$ cat src/rtl/lfu_pkg.sv
`default_nettype none

package lfu_pkg;

    // Width and reset value of the active_frames register
    localparam int ACTIVE_W = 4;
    localparam logic [ACTIVE_W-1:0] ACTIVE_RESET = 4'd8;

    // Fixed result field widths
    localparam int SLOT_OUT_W  = 3;
    localparam int FAULT_W     = 32;

    // Sequencer states, one-hot
    typedef enum logic [2:0] {
        ST_IDLE   = 3'b001,
        ST_SEARCH = 3'b010,
        ST_COMMIT = 3'b100
    } state_t;

endpackage

`default_nettype wire

$ cat src/rtl/lfu_page_replacement_unit.sv
`default_nettype none

// LFU page replacement frame table.
// s_ channel: one page reference per transfer (s_tdata = page number).
// m_ channel: one result per reference (hit, slot, evicted flag and page,
// saturating fault total).
// APB port: register 0 at address 0 holds active_frames (0 acts as 1,
// values above NUM_FRAMES act as NUM_FRAMES). Write it only while idle.
// Each reference sends a search token down a chain of NUM_FRAMES cells, one
// cell per cycle; the frame update is broadcast once the token leaves the
// last cell. A new reference is taken only while the sequencer is idle, that
// is once the previous reference has committed its update and its result.
// The result sits in an output register; while the receiver stalls, the next
// reference is still taken and searched, and its update waits until the
// output register is free.
// Reset empties all frames, clears use counts and the fault total, and sets
// active_frames to 8.

module lfu_page_replacement_unit
    import lfu_pkg::*;
#(
    parameter int NUM_FRAMES = 8,
    parameter int PAGE_BITS  = 16,
    parameter int COUNT_BITS = 16
) (
    input  wire logic        aclk,
    input  wire logic        aresetn,
    // tdata: page_number[PAGE_BITS-1:0]
    input  wire logic [((PAGE_BITS+7)/8)*8-1:0] s_tdata,
    input  wire logic        s_tvalid,
    output logic             s_tready,
    // tdata: hit, slot[3], evicted_valid, evicted_page[PAGE_BITS], fault_total[32]
    output logic [((PAGE_BITS+37+7)/8)*8-1:0] m_tdata,
    output logic             m_tvalid,
    input  wire logic        m_tready,
    input  wire logic        psel,
    input  wire logic        penable,
    input  wire logic        pwrite,
    input  wire logic [1:0]  paddr,
    input  wire logic [31:0] pwdata,
    output logic [31:0]      prdata,
    output logic             pready
);

    localparam int SLOT_BITS = (NUM_FRAMES > 1) ? $clog2(NUM_FRAMES) : 1;
    localparam int USE_BITS  = $clog2(NUM_FRAMES + 1);
    localparam int CMP_BITS  = (USE_BITS > ACTIVE_W) ? USE_BITS : ACTIVE_W;
    localparam int OUT_W     = ((PAGE_BITS + 37 + 7) / 8) * 8;

    typedef struct packed {
        logic                  active;
        logic [PAGE_BITS-1:0]  page;
        logic                  hit;
        logic [SLOT_BITS-1:0]  hit_slot;
        logic                  empty_found;
        logic [SLOT_BITS-1:0]  empty_slot;
        logic [COUNT_BITS-1:0] min_count;
        logic [SLOT_BITS-1:0]  min_slot;
        logic [PAGE_BITS-1:0]  min_page;
    } tok_t;

    typedef struct packed {
        logic                 wr;
        logic                 hit;
        logic [SLOT_BITS-1:0] slot;
        logic [PAGE_BITS-1:0] page;
    } upd_t;

    state_t                state_reg, state_next;
    logic [ACTIVE_W-1:0]   active_reg;
    logic [FAULT_W-1:0]    fault_reg, fault_next;
    tok_t                  held_reg;
    logic                  m_valid_reg;
    logic [OUT_W-1:0]      m_data_reg, m_data_next;
    logic [USE_BITS-1:0]   frames_in_use;
    logic [CMP_BITS-1:0]   active_ext;
    tok_t                  chain [NUM_FRAMES+1];
    upd_t                  upd;
    logic                  commit;
    logic [SLOT_BITS-1:0]  dec_slot;
    logic                  ev_valid;
    logic [PAGE_BITS-1:0]  ev_page;
    logic [SLOT_BITS+2:0]  slot_wide;
    logic                  cfg_wr;

    // Configuration register
    assign pready = 1'b1;
    assign cfg_wr = psel && penable && pwrite;
    assign prdata = (paddr == 2'b00) ? 32'(active_reg) : 32'd0;

    always_ff @(posedge aclk) begin
        if (!aresetn) begin
            active_reg <= ACTIVE_RESET;
        end else if (cfg_wr) begin
            active_reg <= pwdata[ACTIVE_W-1:0];
        end
    end

    // Clamp the active frame count into 1 .. NUM_FRAMES
    always_comb begin
        active_ext = CMP_BITS'(active_reg);
        if (active_ext == '0) begin
            frames_in_use = USE_BITS'(1);
        end else if (active_ext > CMP_BITS'(NUM_FRAMES)) begin
            frames_in_use = USE_BITS'(NUM_FRAMES);
        end else begin
            frames_in_use = active_ext[USE_BITS-1:0];
        end
    end

    // Launch a token into the first cell on each input transfer
    assign s_tready = (state_reg == ST_IDLE);

    always_comb begin
        chain[0]        = '0;
        chain[0].active = s_tvalid && s_tready;
        chain[0].page   = s_tdata[PAGE_BITS-1:0];
    end

    for (genvar g = 0; g < NUM_FRAMES; g++) begin : g_cell
        lfu_cell #(
            .CELL_INDEX (g),
            .PAGE_BITS  (PAGE_BITS),
            .COUNT_BITS (COUNT_BITS),
            .SLOT_BITS  (SLOT_BITS),
            .USE_BITS   (USE_BITS),
            .tok_t      (tok_t),
            .upd_t      (upd_t)
        ) u_cell (
            .aclk          (aclk),
            .aresetn       (aresetn),
            .frames_in_use (frames_in_use),
            .tok_in        (chain[g]),
            .tok_out       (chain[g+1]),
            .upd           (upd)
        );
    end

    // Sequencer
    assign commit = (state_reg == ST_COMMIT) && (!m_valid_reg || m_tready);

    always_comb begin
        state_next = state_reg;
        case (state_reg)
            ST_IDLE: begin
                if (s_tvalid) begin
                    state_next = ST_SEARCH;
                end
            end
            ST_SEARCH: begin
                if (chain[NUM_FRAMES].active) begin
                    state_next = ST_COMMIT;
                end
            end
            ST_COMMIT: begin
                if (commit) begin
                    state_next = ST_IDLE;
                end
            end
            default: begin
                state_next = ST_IDLE;
            end
        endcase
    end

    always_ff @(posedge aclk) begin
        if (!aresetn) begin
            state_reg <= ST_IDLE;
        end else begin
            state_reg <= state_next;
        end
    end

    // Hold the finished token until the update can go out
    always_ff @(posedge aclk) begin
        if ((state_reg == ST_SEARCH) && chain[NUM_FRAMES].active) begin
            held_reg <= chain[NUM_FRAMES];
        end
    end

    // Pick hit slot, first empty frame, or least used frame
    always_comb begin
        ev_valid = 1'b0;
        ev_page  = '0;
        if (held_reg.hit) begin
            dec_slot = held_reg.hit_slot;
        end else if (held_reg.empty_found) begin
            dec_slot = held_reg.empty_slot;
        end else begin
            dec_slot = held_reg.min_slot;
            ev_valid = 1'b1;
            ev_page  = held_reg.min_page;
        end
    end

    always_comb begin
        upd.wr   = commit;
        upd.hit  = held_reg.hit;
        upd.slot = dec_slot;
        upd.page = held_reg.page;
    end

    // Saturating fault total
    always_comb begin
        fault_next = fault_reg;
        if (!held_reg.hit && !(&fault_reg)) begin
            fault_next = fault_reg + FAULT_W'(1);
        end
    end

    always_ff @(posedge aclk) begin
        if (!aresetn) begin
            fault_reg <= '0;
        end else if (commit) begin
            fault_reg <= fault_next;
        end
    end

    // Output register
    assign slot_wide   = {3'b000, dec_slot};
    assign m_data_next = OUT_W'({fault_next, ev_page, ev_valid,
                                 slot_wide[SLOT_OUT_W-1:0], held_reg.hit});

    always_ff @(posedge aclk) begin
        if (!aresetn) begin
            m_valid_reg <= 1'b0;
        end else if (commit) begin
            m_valid_reg <= 1'b1;
        end else if (m_tready) begin
            m_valid_reg <= 1'b0;
        end
    end

    always_ff @(posedge aclk) begin
        if (commit) begin
            m_data_reg <= m_data_next;
        end
    end

    assign m_tvalid = m_valid_reg;
    assign m_tdata  = m_data_reg;

`ifndef SYNTHESIS
    // A token leaves the chain only while the sequencer waits for it
    assert property (@(posedge aclk) disable iff (!aresetn)
        chain[NUM_FRAMES].active |-> (state_reg == ST_SEARCH))
        else $error("token left the cell chain outside the search phase");

    // An update is committed only into a free or draining output register
    assert property (@(posedge aclk) disable iff (!aresetn)
        commit |-> (!m_valid_reg || m_tready))
        else $error("result committed over an unread result");

    // The fault total never goes down
    assert property (@(posedge aclk) disable iff (!aresetn)
        $past(aresetn) |-> (fault_reg >= $past(fault_reg)))
        else $error("fault total decreased");
`endif

endmodule

`default_nettype wire

$ cat src/rtl/lfu_cell.sv
`default_nettype none

module lfu_cell #(
    parameter int CELL_INDEX = 0,
    parameter int PAGE_BITS  = 16,
    parameter int COUNT_BITS = 16,
    parameter int SLOT_BITS  = 3,
    parameter int USE_BITS   = 4,
    parameter type tok_t     = logic,
    parameter type upd_t     = logic
) (
    input  wire logic                aclk,
    input  wire logic                aresetn,
    input  wire logic [USE_BITS-1:0] frames_in_use,
    input  wire tok_t                tok_in,
    output tok_t                     tok_out,
    input  wire upd_t                upd
);

    localparam logic [SLOT_BITS-1:0] MY_SLOT = SLOT_BITS'(CELL_INDEX);
    localparam logic [USE_BITS-1:0]  MY_NUM  = USE_BITS'(CELL_INDEX);

    logic                  valid_reg;
    logic [PAGE_BITS-1:0]  page_reg;
    logic [COUNT_BITS-1:0] count_reg;
    tok_t                  tok_reg;
    tok_t                  tok_next;

    // Fold this frame into the search token when the frame is in use
    always_comb begin
        tok_next = tok_in;
        if (tok_in.active && (MY_NUM < frames_in_use)) begin
            if (!tok_in.hit && valid_reg && (page_reg == tok_in.page)) begin
                tok_next.hit      = 1'b1;
                tok_next.hit_slot = MY_SLOT;
            end
            if (!tok_in.empty_found && !valid_reg) begin
                tok_next.empty_found = 1'b1;
                tok_next.empty_slot  = MY_SLOT;
            end
            // first frame seeds the minimum; later ones replace it only when strictly lower
            if ((CELL_INDEX == 0) || (count_reg < tok_in.min_count)) begin
                tok_next.min_count = count_reg;
                tok_next.min_slot  = MY_SLOT;
                tok_next.min_page  = page_reg;
            end
        end
    end

    // Hand the token to the next cell
    always_ff @(posedge aclk) begin
        if (!aresetn) begin
            tok_reg <= '0;
        end else begin
            tok_reg <= tok_next;
        end
    end

    assign tok_out = tok_reg;

    // Apply the update broadcast to this frame
    always_ff @(posedge aclk) begin
        if (!aresetn) begin
            valid_reg <= 1'b0;
            page_reg  <= '0;
            count_reg <= '0;
        end else if (upd.wr && (upd.slot == MY_SLOT)) begin
            if (upd.hit) begin
                if (!(&count_reg)) begin
                    count_reg <= count_reg + COUNT_BITS'(1);
                end
            end else begin
                valid_reg <= 1'b1;
                page_reg  <= upd.page;
                count_reg <= COUNT_BITS'(1);
            end
        end
    end

endmodule

`default_nettype wire

$ cat config.mk
export PLATFORM = sky130hd
export DESIGN_NAME = lfu_page_replacement_unit
export DESIGN_NICKNAME = d
export VERILOG_FILES = /design/src/rtl/lfu_pkg.sv /design/src/rtl/lfu_page_replacement_unit.sv /design/src/rtl/lfu_cell.sv
export SDC_FILE = /design/constraint.sdc
export NUM_CORES = 2
export LEC_CHECK = 0
export BUFFER_PORTS_ARGS = -buffer_cell sky130_fd_sc_hd__clkbuf_2
export CAP_MARGIN = 20
export CELL_PAD_IN_SITES_DETAIL_PLACEMENT = 0
export CELL_PAD_IN_SITES_GLOBAL_PLACEMENT = 2
export CORE_MARGIN = 3
export CORE_UTILIZATION = 40
export DETAILED_ROUTE_END_ITERATION = 16
export PLACE_DENSITY = 0.89
export RECOVER_POWER = 50
export SYNTH_ARGS = -nofsm -noshare
export SYNTH_HDL_FRONTEND = slang
export SYNTH_SLANG_ARGS = --single-unit
$ cat constraint.sdc
create_clock -name aclk -period 4.9 [get_ports aclk]
set_input_delay 0.49 -clock aclk [delete_from_list [all_inputs] [get_ports aclk]]
set_output_delay 0.49 -clock aclk [all_outputs]
set_load 0.05 [all_outputs]
==> summary.md <==
| Metric | Value |
|---|---|
| DRC violation count after routing | 0 |
| Met3 track demand over resource in global routing | 0.0267 |
| Total number of nets in the final design | approximately 3700 |
| Portion of total power attributed to the clock network | 0.480 |
| Tightest hold margin | approximately 72 ps |
| Least-Margin Pin Slew | between 2000 and 3000 ps |
| Failing checks | max-capacitance violations, max-slew violations |
| Ranking of synthesized cells by instance count | dfxtp_1 (747), nor2_1 (356), nand2_1 (286) |
| Met1 usage in global routing | 0.240 |
| Reg-to-reg slack, setup | 940 ps |
| Pin count of the biggest net entering global routing | ~190 |
| DIE AREA | around 90000 um2 |
| Number of buffers added to fix hold violations after cts | 0 |
| Number of endpoints failing setup at the final stage | 0 |
| Max capacitance violation total | 4 |
| Routed vias/inst | just under 5 |
| Vias in the first global route | about 23000 |
| CTS clock-pin slew for the worst setup and hold paths | 60 ps |
| Max FFs per register | between 400 and 500 |
| Worst Path Class, Setup | reg -> reg |
| Maximum ir drop on the vdd rail | 232 uV |
| Nature of the critical path startpoint | flop |
| Max clock buf depth | 3 |
| Maximum level of the CTS H-tree | 3 |
| Share of the cycle needed by the critical path after routing | 0.809 |
| Starting density of the core | 0.405 |
| Reg-to-reg startpoint | held_reg[38] |
| Sequential cell area fraction in the yosys report | 0.525 |
| HPWL after detailed placement | 54600 um |
| Maximum net fanout on the critical path | 12 |
| Routed wirelength normalized by instance count | 16.5 um |
| Hold path start | pwdata[3] |
| Outcome | finished, violations left |
| Layout cells sized above 1 | 0.0645 |
| Global-route wire length before repair | approximately 130000 um |
| Met2 usage | 0.283 |
| Crit Reg-Reg Endpoint | g_cell[6].u_cell.count_reg[8] |
| Net switching power | ~3000 uW |
| Clock Latency Late Sink | about 630 ps |
| RSZ-0062 raised after global routing | no |
| Sw Share | 0.211 |
| Headroom to the max-slew limit | -0.759 |
| Highest-utilization routing layer at the global route stage | met2 |
| Worst setup skew after layout | about 15 ps |
| Proportion of register bits with asynchronous set or reset after synthesis | 0 |
| Flop pwr share | 0.501 |
| Floorplan core area | about 84000 um2 |
| Internal power summed over all cells | 11100 uW |
| Number of routed nets with antenna violations | 0 |
| Antenna cells | 0 |
| DR vias | 23100 |
| EDFF count, synth | between 90 and 100 |
| Iteration-0 DRC Markers | 1113 |
| Final GP Congestion | roughly 0.8 |
| Pwr dens | about 370 nW/um2 |
| Most numerous cell in the Yosys netlist | dfxtp_1 |
| Setup TNS | 0 ps |
| Clk Tree Root Cell | clkbuf_16 |
| Min cycle time layout | between 3000 and 4000 ps |
| Overall overflow remaining after global route | 0 |
| Synth Flop Type | dfxtp_1 |
| Hold Path Class | in -> reg |
| Number of buffers created by CTS | 87 |
| Number of flip-flops and latches in the synthesized netlist | about 840 |
| Fraction of the core area covered by cells at the end of the flow | 0.455 |
| Type of element capturing the critical path | flop |
| All-Layer GR Usage | 0.174 |
| Layout area overhead | 12.4% |
| Largest area contributor in the netlist | dfxtp_1 |
| Fraction of synthesized cell area taken by the top area cell type | 0.440 |
| Count of warnings emitted by yosys | 0 |
| # Post-CTS Setup Buffers | 0 |
| TritonCTS clock tree | done |
| Gate count of the mapped netlist | between 3000 and 4000 |
| Mean cell area of the mapped netlist | 9.77 um2 |
| Highest achievable clock rate | 252 MHz |
| P_leak | roughly 0.014 uW |
| IO Pins | about 150 |
| Port Buffers | a little under 90 |
| Area contributors post-synth | dfxtp_1 (44%), edfxtp_1 (8.5%), xnor2_1 (4.8%) |
| Row Count | around 110 |
| Worst EP required | around 5400 ps |
| Router iterations before antenna repair | 5 |
| Initial antenna violation count | 0 |
| Cell depth of the worst flop-to-flop path | 7 |
| DRT Wirelength | just under 80000 um |
| Setup crit end | g_cell[6].u_cell.count_reg[8] |
| Number of sinks handled by clock tree synthesis | between 800 and 900 |
| Startpoint of the worst setup timing path | held_reg[38] |
| Comb power frac | 0.020 |
| Final hold viol count | 0 |
| CTS-repair resized insts | 0 |
| Data arrival time of the worst path | 4460 ps |
| Synth Cell Area | about 34000 um2 |
| Number of unique standard cell types used by synthesis | 75 |
| Overall die width | about 300 um |
| Slew Limit Fails | between 100 and 150 |
| Height of the die | a little under 300 um |
worst max-delay path, stage by stage, from the launching register on:
cell and delay, ps:
edfxtp_1 510, mux2_1 540, mux2i_1 1160, inv_2 490, a311oi_1 640, and4_1 300, xnor2_1 120, nor2_1 50
placed cells by master, fill, tap and decap left out, drive strengths merged, types with 89 or more instances in the layout:
cell      n
mux2i    89
xor2    100
dfxtp   747
ha      114
o21ai   102
and2    199
nand3   158
edfxtp   96
a22o    128
xnor2   187
a21oi   163
nor2    356
nand2   286
nand4    90
clkbuf  230
inv     135
routing by layer:
layer	vias to the layer above	part of all wire	routed length, um
met5	-	0	0
met4	0	0.027	2080
met3	117	0.037	2880
met2	388	0.45	35100
met1	10700	0.49	37900
li1	11900	-	-
final cells by class:
cell class	instances	area (um2)
tap	1134	1420
sequential	843	17800
clock buffer	126	2510
clock inverter	30	422
timing repair buffer	131	664
multi-input combinational	2324	14800
inverter	130	495
fill	8052	45800
power by group through the flow:
stage / logic (uW) / registers [uW] / clock network (uW)
after floorplan: 220 / 7160 / 0
after global placement: 282 / 7170 / 0
after detailed placement: 281 / 7170 / 0
after CTS: 281 / 7010 / 6900
after global routing: 298 / 7010 / 7160
final: 275 / 7010 / 6720
stage by stage:
step	cell area [um2]	power, uW	setup slack [ps]	cells
2_1_floorplan	34100	7380	690	3509
4_1_cts	38300	14200	1520	4714
6_report	38200	14000	936	4718
5_1_grt	38200	14500	708	4718
3_3_place_gp	35400	7450	1580	4558
3_5_place_dp	35400	7450	1570	4558
worst min-delay path by stage:
stage / to / cells after the start / slack, ps
floorplan: held_reg[0] / 0 / 390
global placement: held_reg[43] / 0 / 390
detailed placement: held_reg[11] / 0 / 390
CTS: active_ext[3] / 3 / 40
global route: active_ext[3] / 3 / 70
finish: active_ext[3] / 3 / 70
cell families after synthesis:
family / after synthesis / share of synthesized area
AND/OR/NAND/NOR: 1323 / 0.196
flip-flops: 843 / 0.525
AO/OA/AOI/OAI: 476 / 0.0927
buffers and inverters: 342 / 0.0429
XOR/XNOR: 287 / 0.0740
adder cells (fa/ha/maj): 114 / 0.0420
multiplexers: 92 / 0.0277
other: 2 / 0.000221
Note: power is estimated with default switching activity, not from simulation.
